$ cat src/hw/rtl/xor_convolution_engine_core_macros.svh
// Assertion macros shared by the XOR convolution engine RTL.
// Included by the top level; expects i_clk and i_rst_n in the including module.
`ifndef XOR_CONVOLUTION_ENGINE_CORE_MACROS_SVH
`define XOR_CONVOLUTION_ENGINE_CORE_MACROS_SVH

// Same-cycle implication on i_clk, disabled while i_rst_n is low.
`define XCE_ASSERT_SAME(label, ante, cons, msg) \
    label: assert property (@(posedge i_clk) disable iff (!i_rst_n) (ante) |-> (cons)) \
        else $error(msg);

// Next-cycle implication on i_clk, disabled while i_rst_n is low.
`define XCE_ASSERT_NEXT(label, ante, cons, msg) \
    label: assert property (@(posedge i_clk) disable iff (!i_rst_n) (ante) |=> (cons)) \
        else $error(msg);

`endif

$ cat src/hw/rtl/xce_pkg.sv
// Package for the XOR convolution engine: sizes, the write-select code and the
// control bundle passed from the sequencer to the datapath. No dependencies.
`timescale 1ns / 1ps

package xce_pkg;

    localparam int MAX_LOG    = 6;
    localparam int ELEM_WIDTH = 16;

    localparam int DEPTH  = 1 << MAX_LOG;
    localparam int ADDR_W = MAX_LOG;
    localparam int CNT_W  = MAX_LOG + 1;
    localparam int LG_W   = $clog2(MAX_LOG + 1);

    // Register and port field widths.
    localparam int CFG_W       = 3;
    localparam int IN_FIELD_W  = 16;
    localparam int IN_TDATA_W  = 32;
    localparam int C_W         = 38;
    localparam int OUT_TDATA_W = 40;

    localparam logic [CFG_W-1:0] LOG_SIZE_RESET = 3'd6;

    // Forward transform values fit MUL_W signed bits; products and the inverse
    // transform fit DATA_W bits, which is never narrower than the output field.
    localparam int MUL_W    = ELEM_WIDTH + MAX_LOG;
    localparam int DATA_MIN = 2 * MUL_W + 4;
    localparam int DATA_W   = (DATA_MIN > C_W) ? DATA_MIN : C_W;

    typedef enum logic [1:0] {
        WSEL_LOAD,
        WSEL_SUM,
        WSEL_DIFF,
        WSEL_PROD
    } t_wsel;

    typedef struct packed {
        logic [ADDR_W-1:0] rd_p;
        logic [ADDR_W-1:0] rd_q;
        logic              we_a;
        logic              we_b;
        logic [ADDR_W-1:0] wr_addr;
        t_wsel             wsel;
        logic              inv;
        logic              out_load;
    } t_ctrl;

endpackage

$ cat src/hw/rtl/xce_ctrl.sv
// Sequencer of the XOR convolution engine: load, forward transforms, pointwise
// product, inverse transform and result output. Depends on xce_pkg.
`timescale 1ns / 1ps

module xce_ctrl (
    input  logic                      i_clk,
    input  logic                      i_rst_n,
    input  logic                      i_cfg_valid,
    input  logic [xce_pkg::CFG_W-1:0] i_cfg_data,
    output logic                      o_cfg_ready,
    input  logic                      i_in_valid,
    output logic                      o_in_ready,
    output logic                      o_out_valid,
    output logic                      o_out_last,
    input  logic                      i_out_ready,
    output xce_pkg::t_ctrl            o_ctrl
);

    localparam int AW = xce_pkg::ADDR_W;
    localparam int CW = xce_pkg::CNT_W;
    localparam int LW = xce_pkg::LG_W;

    typedef enum logic [2:0] {
        ST_LOAD,
        ST_BF_RD,
        ST_BF_CALC,
        ST_BF_DRAIN,
        ST_MUL,
        ST_OUT_RD,
        ST_OUT_LD,
        ST_OUT_WAIT
    } t_state;

    t_state                    r_state;
    logic [xce_pkg::CFG_W-1:0] r_log;
    logic [CW-1:0]             r_cnt;
    logic [LW-1:0]             r_stage;
    logic [AW-1:0]             r_k;
    logic [AW-1:0]             r_qaddr;
    logic [CW-1:0]             r_idx;
    logic                      r_inv;
    logic                      r_out_valid;
    logic                      r_out_last;

    logic [LW-1:0] lg;
    logic [CW-1:0] n_items;
    logic [CW-1:0] n_m1;
    logic [CW-1:0] n_p1;
    logic [AW-1:0] k_last;
    logic [AW-1:0] half;
    logic [AW-1:0] lowmask;
    logic [AW-1:0] bf_p;
    logic [AW-1:0] bf_q;
    logic [CW-1:0] idx_next;
    logic [CW-1:0] idx_m2;
    logic          in_take;

    // Sizes above the maximum run at the maximum.
    assign lg      = (32'(r_log) > xce_pkg::MAX_LOG) ? LW'(xce_pkg::MAX_LOG) : LW'(r_log);
    assign n_items = CW'(1) << lg;
    assign n_m1    = n_items - CW'(1);
    assign n_p1    = n_items + CW'(1);
    assign k_last  = AW'((n_items >> 1) - CW'(1));

    // Butterfly k of a stage pairs entries that differ only in bit 'stage'.
    assign half    = AW'(1) << r_stage;
    assign lowmask = half - AW'(1);
    assign bf_p    = ((r_k & ~lowmask) << 1) | (r_k & lowmask);
    assign bf_q    = bf_p | half;

    assign idx_next = r_idx + CW'(1);
    assign idx_m2   = r_idx - CW'(2);

    assign o_cfg_ready = (r_state == ST_LOAD);
    assign o_in_ready  = (r_state == ST_LOAD) && !i_cfg_valid;
    assign in_take     = o_in_ready && i_in_valid;
    assign o_out_valid = r_out_valid;
    assign o_out_last  = r_out_last;

    always_comb begin
        o_ctrl.rd_p     = bf_p;
        o_ctrl.rd_q     = bf_q;
        o_ctrl.we_a     = 1'b0;
        o_ctrl.we_b     = 1'b0;
        o_ctrl.wr_addr  = bf_p;
        o_ctrl.wsel     = xce_pkg::WSEL_SUM;
        o_ctrl.inv      = r_inv;
        o_ctrl.out_load = 1'b0;
        unique case (r_state)
            ST_LOAD: begin
                o_ctrl.we_a    = in_take;
                o_ctrl.we_b    = in_take;
                o_ctrl.wr_addr = r_cnt[AW-1:0];
                o_ctrl.wsel    = xce_pkg::WSEL_LOAD;
            end
            ST_BF_RD: begin
                // The previous butterfly's difference goes back while the next pair is read.
                if (r_k != '0) begin
                    o_ctrl.we_a    = 1'b1;
                    o_ctrl.we_b    = !r_inv;
                    o_ctrl.wr_addr = r_qaddr;
                    o_ctrl.wsel    = xce_pkg::WSEL_DIFF;
                end
            end
            ST_BF_CALC: begin
                o_ctrl.we_a    = 1'b1;
                o_ctrl.we_b    = !r_inv;
                o_ctrl.wr_addr = bf_p;
                o_ctrl.wsel    = xce_pkg::WSEL_SUM;
            end
            ST_BF_DRAIN: begin
                o_ctrl.we_a    = 1'b1;
                o_ctrl.we_b    = !r_inv;
                o_ctrl.wr_addr = r_qaddr;
                o_ctrl.wsel    = xce_pkg::WSEL_DIFF;
            end
            ST_MUL: begin
                o_ctrl.rd_p    = r_idx[AW-1:0];
                o_ctrl.we_a    = (r_idx >= CW'(2));
                o_ctrl.wr_addr = idx_m2[AW-1:0];
                o_ctrl.wsel    = xce_pkg::WSEL_PROD;
            end
            ST_OUT_RD: begin
                o_ctrl.rd_p = r_idx[AW-1:0];
            end
            ST_OUT_LD: begin
                o_ctrl.out_load = 1'b1;
            end
            ST_OUT_WAIT: begin
                o_ctrl.rd_p = idx_next[AW-1:0];
            end
            default: begin
                o_ctrl.we_a = 1'b0;
            end
        endcase
    end

    always_ff @(posedge i_clk) begin
        if (!i_rst_n) begin
            r_state     <= ST_LOAD;
            r_log       <= xce_pkg::LOG_SIZE_RESET;
            r_cnt       <= '0;
            r_stage     <= '0;
            r_k         <= '0;
            r_qaddr     <= '0;
            r_idx       <= '0;
            r_inv       <= 1'b0;
            r_out_valid <= 1'b0;
            r_out_last  <= 1'b0;
        end else begin
            unique case (r_state)
                ST_LOAD: begin
                    if (i_cfg_valid) begin
                        r_log <= i_cfg_data;
                        r_cnt <= '0;
                    end else if (i_in_valid) begin
                        if (r_cnt == n_m1) begin
                            r_cnt   <= '0;
                            r_stage <= '0;
                            r_k     <= '0;
                            r_idx   <= '0;
                            r_inv   <= 1'b0;
                            r_state <= (lg == '0) ? ST_MUL : ST_BF_RD;
                        end else begin
                            r_cnt <= r_cnt + CW'(1);
                        end
                    end
                end
                ST_BF_RD: begin
                    r_state <= ST_BF_CALC;
                end
                ST_BF_CALC: begin
                    r_qaddr <= bf_q;
                    if (r_k == k_last) begin
                        r_k     <= '0;
                        r_state <= ST_BF_DRAIN;
                    end else begin
                        r_k     <= r_k + AW'(1);
                        r_state <= ST_BF_RD;
                    end
                end
                ST_BF_DRAIN: begin
                    if (r_stage == lg - LW'(1)) begin
                        r_stage <= '0;
                        r_idx   <= '0;
                        r_state <= r_inv ? ST_OUT_RD : ST_MUL;
                    end else begin
                        r_stage <= r_stage + LW'(1);
                        r_state <= ST_BF_RD;
                    end
                end
                ST_MUL: begin
                    if (r_idx == n_p1) begin
                        r_idx   <= '0;
                        r_inv   <= 1'b1;
                        r_state <= (lg == '0) ? ST_OUT_RD : ST_BF_RD;
                    end else begin
                        r_idx <= idx_next;
                    end
                end
                ST_OUT_RD: begin
                    r_state <= ST_OUT_LD;
                end
                ST_OUT_LD: begin
                    r_out_valid <= 1'b1;
                    r_out_last  <= (r_idx == n_m1);
                    r_state     <= ST_OUT_WAIT;
                end
                ST_OUT_WAIT: begin
                    if (i_out_ready) begin
                        r_out_valid <= 1'b0;
                        if (r_out_last) begin
                            r_state <= ST_LOAD;
                        end else begin
                            r_idx   <= idx_next;
                            r_state <= ST_OUT_LD;
                        end
                    end
                end
                default: begin
                    r_state <= ST_LOAD;
                end
            endcase
        end
    end

endmodule

$ cat config.mk
export PLATFORM = sky130hd
export DESIGN_NAME = xce_ctrl
export DESIGN_NICKNAME = d
export VERILOG_FILES = /design/src/hw/rtl/xor_convolution_engine_core_macros.svh /design/src/hw/rtl/xce_pkg.sv /design/src/hw/rtl/xce_ctrl.sv
export SDC_FILE = /design/constraint.sdc
export NUM_CORES = 1
export LEC_CHECK = 0
export ABC_AREA = 1
export BUFFER_PORTS_ARGS = -buffer_cell sky130_fd_sc_hd__clkbuf_2
export CAP_MARGIN = 40
export CORE_MARGIN = 1
export CORE_UTILIZATION = 42
export DETAILED_ROUTE_END_ITERATION = 7
export GPL_TIMING_DRIVEN = 0
export PLACE_DENSITY = 0.61
export SYNTH_ARGS = -nofsm -noshare
export SYNTH_HDL_FRONTEND = slang
export SYNTH_SLANG_ARGS = --single-unit
$ cat constraint.sdc
create_clock -name i_clk -period 3.3 [get_ports i_clk]
set_clock_uncertainty 0.2 [all_clocks]
set_input_delay 0.66 -clock i_clk [delete_from_list [all_inputs] [get_ports i_clk]]
set_output_delay 0.66 -clock i_clk [all_outputs]
set_load 0.01 [all_outputs]
Yosys cells after proc, flatten, opt, wreduce, memory -nomap -nowiden
Index checks and enable logic that the tools add are counted.

word-level totals
  register bits after elaboration = 38
  input port bits = 8
  output and inout bits = 28
  logic and storage cells = 118

operators by class
  add/subtract/negate cells = 10
  order comparisons = 2
  equal/unequal tests = 19
  shifts and indexed selects = 2
  multiplexer cells = 47
  bitwise gates (word level) = 5
  reduce and logical (&&, ||, !) cells = 23

operators by type and width
  cell                 number
  $mux 7               10
  $mux 3               14
  $pmux 8 s4           1
  $pmux 7 s4           1
  $mux 6               4
  $pmux 3 s8           1
  $pmux 6 s2           2
  $add 7x1->7 const B  3
  $eq 7x7->1           3
  $eq 3x3->1 const B   4
  $or 6x6->6           2
  $sub 6x1->6 const B  2
  $mux 10              1
  $ne 2x2->1 const B   5
  $reduce_and 5->1     2
  $reduce_bool 2->1    5
  $reduce_and 4->1     2
  $ge 7x2->1 const B   1
  $mux 1               7
  $reduce_and 7->1     1
  $shl 1x3->7 const A  1
  $sub 7x1->7 const B  1
  $add 6x1->6 const B  1
  $and 6x6->6          1
  other kinds (24)     33

Depth between registers and ports, before layout
Gate-level depths: netlist of the first run.

  word-level depth = 9
  mapped depth = 16
  gate-level depth less buffers = 15

Least setup slack after synthesis of the first run
Ideal clock, no wire load.

  kind = reg-to-output
  from = register r_stage[0]
  to = output o_ctrl[6] (netlist bit)
  arrival = 1689 ps
  required time = 2440 ps
  slack = 751 ps
  cell stages (with the launch flop) = 10
  buffers on the path = 0
  cells stage by stage = dfxtp_1 > inv_1 > ha_1 > nand2_1 > ha_1 > xnor2_1 > inv_1 > o22ai_1 > inv_1 > o21ai_0

RTL lines
  element                 RTL line         text
  start, declared         xce_ctrl.sv:37   logic [LW-1:0] r_stage;
  start signal, assigned  xce_ctrl.sv:188  r_stage <= r_stage + LW'(1);
  end, declared           xce_ctrl.sv:16   output xce_pkg::t_ctrl o_ctrl

==> results of run 1 <==
-- final cells by class --
cell class	instances	area (µm²)
Clock buffer	7	86.3
Timing Repair Buffer	37	190
Inverter	70	265
Tap cell	102	128
Buffer	10	50.0
Clock inverter	1	5.00
Sequential cell	38	766
Multi-Input combinational cell	430	2380
Fill cell	853	3940
-- per-stage QoR --
stage                     instances  worst slack [ns]  setup TNS [ns]
after floorplan                 548             0.751               0
after global placement          685             0.285               0
after detailed placement        685             0.265               0
after CTS                       693            0.0187               0
after global routing            695          -0.00953        -0.00953
final                           695             0.112               0
-- synth_stat cells (3+ instances only) --
master and number:
a21oi_1 34, a31oi_1 4, buf_4 3, clkbuf_1 6, dfxtp_1 38, ha_1 21
inv_1 61, inv_2 6, nand2_1 150, nand2_4 6, nand3_1 56, nand3b_1 4
nand4_1 10, nor2_1 47, nor2_2 5, nor2_4 4, nor3_1 4, o211ai_1 5
o21ai_0 29, o221ai_1 6, o22ai_1 7, xnor2_1 4, xor2_1 18
-- registers in the layout, summed over array words and instances, names as in the netlist --
name and flops:
r_k 6, r_stage 3, r_cnt 7, r_state 3
r_inv 1, r_qaddr 6, o_out_valid 1, r_idx 7
r_log 3, o_out_last 1
-- layer usage --
layer | wire, µm | GRT usage | vias up | share of wire
li1 | - | - | 1886 | -
met1 | 5320 | 0.389 | 1765 | 0.46
met2 | 5360 | 0.472 | 153 | 0.46
met3 | 781 | 0.0419 | 12 | 0.067
met4 | 161 | 0.0651 | 0 | 0.014
met5 | 0 | 0 | - | 0
-- power by group --
part           internal, mW  leakage (nW)  switching (mW)  total, mW
registers             0.461         0.308         0.00771      0.469
logic                0.0454          1.46          0.0995      0.145
clock network         0.169        0.0482           0.178      0.347
-- critical path, cell delays in order (launching register included) --
cell and delay (ns):
dfxtp_4 0.38, inv_1 0.09, ha_1 0.24, nand2_2 0.13
ha_2 0.21, nand3_1 0.13, xor2_2 0.26, nand2_1 0.10
nand2_1 0.13, nand2_1 0.06, o2111ai_1 0.13, clkbuf_2 0.19
-- layout by cell type, fill, tap and decap left out, drive strengths merged --
master,n
clkbuf,48
nand4,10
nand2,158
o22ai,7
ha,21
clkinv,3
a31oi,4
xnor2,4
o21bai,1
inv,68
o211ai,5
o221ai,6
and2,1
a21oi,35
nand3,59
o21ai,31
xor2,18
nor2,56
nand3b,4
dfxtp,38
o2111ai,2
nor4,2
or2,1
buf,6
nor3,5
-- timing repair --
| action | 4_1_cts | 5_1_grt |
|---|---|---|
| endpoints found under the hold margin | 0 | 0 |
| pin swaps | 0 | 1 |
| buffers inserted | 0 | 2 |
| gates resized for setup | 1 | 8 |
| endpoints found under the setup margin | 4 | 8 |
-- logic make-up after synthesis --
family	synth area share
xor gates and xnor gates	0.0562
and+or+nand+nor	0.399
DFF	0.222
buffers and inverters	0.0920
adders and majority gates	0.0766
AOI/OAI and AO/OA	0.154
-- final timing paths --
check                  start         end  slack [ns]  cells after the start
hold reg to reg     r_cnt[5]    r_cnt[5]        0.29                      2
setup / recovery  r_stage[0]   o_ctrl[8]        0.11                     11
setup reg to reg    r_log[1]  r_state[0]        0.53                     14
hold / removal      r_cnt[5]    r_cnt[5]        0.29                      2
==> impl_metrics.toml, run 1 <==
[grt]
global_route_wire_length_before_repair_um = 18800
globalRoute.totalOverflow = 0
vias_in_the_first_global_route = 3620
maximum_number_of_pins_on_one_net_before_global_route_repair = 12
groute.usage.overall = 0.285
antenna_found_initial = 0

[placement]
io_buffers = 35
dp_hpwl_um = 9050
post_dp_cell_area_mm2 = 0.00373
place_congestion = 0.968

[logic_synthesis]
synthesis.yosys.warnings = 0
synth.avg_cell_area_um2 = 6.26
number_of_library_cell_types_mapped_by_synthesis = 38
synth_seq_cells = 38
synth.area.top_cells = "dfxtp_1, nand2_1, nand3_1, ha_1, inv_1"
yosysTopAreaCell = "dfxtp_1"
ys_dominant_reg_cell = "dfxtp_1"
synth_seq_area_share = 0.222
synth-edff-count = 0
syn_nets = 577
synthDominantCellAreaShare = 0.222
synth_area_mm2 = 0.00343
syn_inst = 548
synthArstFlopShare = 0

[worst_setup_path]
arrival_ns = 2.33
cp_max_fo = 5
cp_data_required_time_ns = 2.44
critical_path_class = "flop to output pin"
cp-end-kind = "output pin"
setup.worst_path.start_class = "flop"

[cts]
worst_setup_hold_path_clk_slew_ns = 0.08
cts.path.max_buffers = 2
tritoncts = "built"
clock_latency_ns = 0.29
depth_of_the_cts_h_tree = 2
cts.root.buffer_cell = "clkbuf_8"
clock-sinks = 38
clock_buffer_count_from_cts = 5
cts_hold_repair.buffers = 0

[timing]
hold_ws_ns = 0.286
worst_slew_margin_rel = 0.526
maxSlewViolCount = 0
period_minus_slack_ns = 3.19
hold_violations = 0
tightest_slew_ns = 0.711
achievable-frequency_mhz = 314
finalSetupViolations = 0
finalCritPeriodShare = 0.966

[route]
antenna_violating_nets_left = 0
viasPerCell = 5.49
drc = 0
routed_wl_um = 11600
dr_total_vias = 3816
first_pass_iters = 5
dr.first_iter.drc_count = 244
routedWlPerCell_um = 16.7

[floorplan]
die_x_um = 92.3
dieHeight_um = 92.3
std_cell_rows = 32
die_area_mm2 = 0.00853
io-pin-count = 36
initial_utilization = 0.439
coreArea_mm2 = 0.00781

[layout]
drive_gt1_frac = 0.147
antenna_diode_instance_count = 0
area_growth_syn_to_layout_pct = 12.8
final_area_mm2 = 0.00387
nNetsFinal = 621
post-route-util = 0.495

[power]
power-per-cell-area_mw_per_mm2 = 249
vdd_ir_drop_max_mv = 0.130
overall_power_of_the_completed_layout_mw = 0.961
p_leak_nw = 1.81

[worst_hold_path]
hold_path_class = "flop to flop"

[status]
outcome = "finished clean"

[job]
drv.max_cap_violation_count = 0
No activity file was read; power rests on OpenSTA's default activity.
==> run 2: changes to the inputs <==
- clock period: 3.3 -> 3.4 ns (I/O delays scaled with it)
==> run 2 against run 1 <==
- combinational power is 3% lower
- final cell count is 0.29% lower
- global-route usage stayed put
- core utilization is 0.34 points lower
==> impl_metrics.toml, run 2 (same netlist as run 1, synthesis figures left out) <==
[grt]
gr-usage-met1 = 0.390
groute.usage.overall = 0.285
gr-usage-met3 = 0.0419
grt.busiest_layer = "met2"
vias_in_the_first_global_route = 3601
maximum_number_of_pins_on_one_net_before_global_route_repair = 12
global_route_wire_length_before_repair_um = 18800
globalRoute.totalOverflow = 0
met2_usage_grt = 0.473
antenna_found_initial = 0

[worst_setup_path]
setup.worst_path.start_class = "flop"
critical_path_class = "flop to output pin"
cp_max_fo = 7
cp_data_required_time_ns = 2.52
reg2reg_depth = 14
critical_path.reg2reg.endpoint = "r_state[0]"
setup.reg_to_reg.worst_slack_ns = 0.58
crit-reg2reg-launch = "r_log[1]"
cp-end-kind = "output pin"
arrival_ns = 2.40

[power]
vdd_ir_drop_max_mv = 0.129
p_leak_nw = 1.80
p_sw_frac = 0.300
share_seq_of_total_power = 0.486
share_clk_of_total_power = 0.365
power-per-cell-area_mw_per_mm2 = 244
power_switching_mw = 0.282
cellInternalPower_mw = 0.657
p_comb_frac = 0.149

[layout]
drive_gt1_frac = 0.137
top_regs = "r_cnt (7), r_idx (7)"
layout_commonest_cell = "nand2_1"
antenna_diode_instance_count = 0
final_area_mm2 = 0.00384
area_growth_syn_to_layout_pct = 12.0
layout.cells.most_common_list = "nand2_1, inv_1, nand3_1"
nNetsFinal = 619
stdcell_count = 693

[placement]
numPlacedInstances = 685
post_dp_cell_area_mm2 = 0.00373
dp_hpwl_um = 9050
place_worst_setup_slack_ns = 0.345
place_congestion = 0.968
io_buffers = 35

[route]
routedWlPerCell_um = 16.8
viasPerCell = 5.54
drc = 0
dr.first_iter.drc_count = 212
routed_wl_um = 11700
first_pass_iters = 5
dr_total_vias = 3842
antenna_violating_nets_left = 0

[cts]
cts.path.max_buffers = 2
clock_buffer_count_from_cts = 5
depth_of_the_cts_h_tree = 2
cts.root.buffer_cell = "clkbuf_8"
clock_latency_ns = 0.30
tritoncts = "built"
clock-sinks = 38
worst_setup_hold_path_clk_slew_ns = 0.08
post_cts_buffers = 0

[floorplan]
io-pin-count = 36
std_cell_rows = 32
coreArea_mm2 = 0.00781
die_area_mm2 = 0.00853
dieHeight_um = 92.3
initial_utilization = 0.439
die_x_um = 92.3

[worst_hold_path]
hp-start = "r_cnt[5]"
hold_path_class = "flop to flop"
hold-path-endpoint = "r_cnt[5]"
worst_hold_path.num_cells = 2

[timing]
maxSlewViolCount = 0
tightest_slew_ns = 0.710
worst_slew_margin_rel = 0.526
finalSetupViolations = 0
final.setup.worst_slack_ns = 0.115
hold_ws_ns = 0.285
period_minus_slack_ns = 3.28
finalCritPeriodShare = 0.966
hold_violations = 0
achievable-frequency_mhz = 304

[status]
outcome = "finished clean"

[job]
drv.max_cap_violation_count = 0
-- run 2: changes by cell type in the layout (fill, tap and decap cells not counted), sizes merged --
cell  delta
buf      -2
-- run 2: cell type report --
| class | count | area, µm² |
|---|---|---|
| timing repair buffer | 35 | 175 |
| inverter | 70 | 265 |
| clock inverter | 1 | 5.00 |
| multi-input combinational | 430 | 2370 |
| sequential | 38 | 762 |
| clock buffer | 7 | 86.3 |
| tap | 102 | 128 |
| fill | 858 | 3970 |
| buffer | 10 | 50.0 |
-- run 2: critical path, cell delays in order (launching register included) --
cell	delay, ns
dfxtp_1	0.43
inv_1	0.11
ha_1	0.23
nand2_2	0.16
ha_1	0.22
nand3_1	0.13
xor2_2	0.23
nand2_1	0.10
nand2_1	0.13
nand2_1	0.06
o2111ai_1	0.12
clkbuf_2	0.18
-- run 2: through the flow --
step	power, mW	TNS [ns]	utilization
finish	0.938	0	0.492
global route	0.982	-0.0550	0.492
CTS	0.943	0	0.490
detailed placement	0.605	0	0.478
global placement	0.604	0	0.478
floorplan	0.563	0	-
-- run 2: per-layer routing --
layer  vias to the layer above  wire length, µm
li1                       1884                -
met1                      1771             5290
met2                       164             5340
met3                        23              805
met4                         0              215
met5                         -                0
-- run 2: what timing repair did --
action                     4_1_cts  5_1_grt
resized for setup                0        4
hold buffers                     0        0
setup endpoints to repair        0        7
-- run 2: worst max path at each step --
stage | slack [ns] | startpoint | depth (start not counted) | to
2_1_floorplan | 0.83 | r_stage[0] | 9 | o_ctrl[6]
3_3_place_gp | 0.37 | r_stage[0] | 10 | o_ctrl[9]
3_5_place_dp | 0.35 | r_stage[0] | 10 | o_ctrl[9]
4_1_cts | 0.01 | r_stage[0] | 10 | o_ctrl[9]
5_1_grt | -0.03 | r_stage[1] | 11 | o_ctrl[22]
6_report | 0.12 | r_stage[1] | 11 | o_ctrl[8]
-- run 2: power by group through the flow --
stage | clock network [mW] | registers [mW] | logic, mW
global route | 0.369 | 0.457 | 0.156
floorplan | 0 | 0.464 | 0.0988
detailed placement | 0 | 0.466 | 0.138
CTS | 0.348 | 0.456 | 0.139
finish | 0.342 | 0.456 | 0.140
global placement | 0 | 0.466 | 0.138
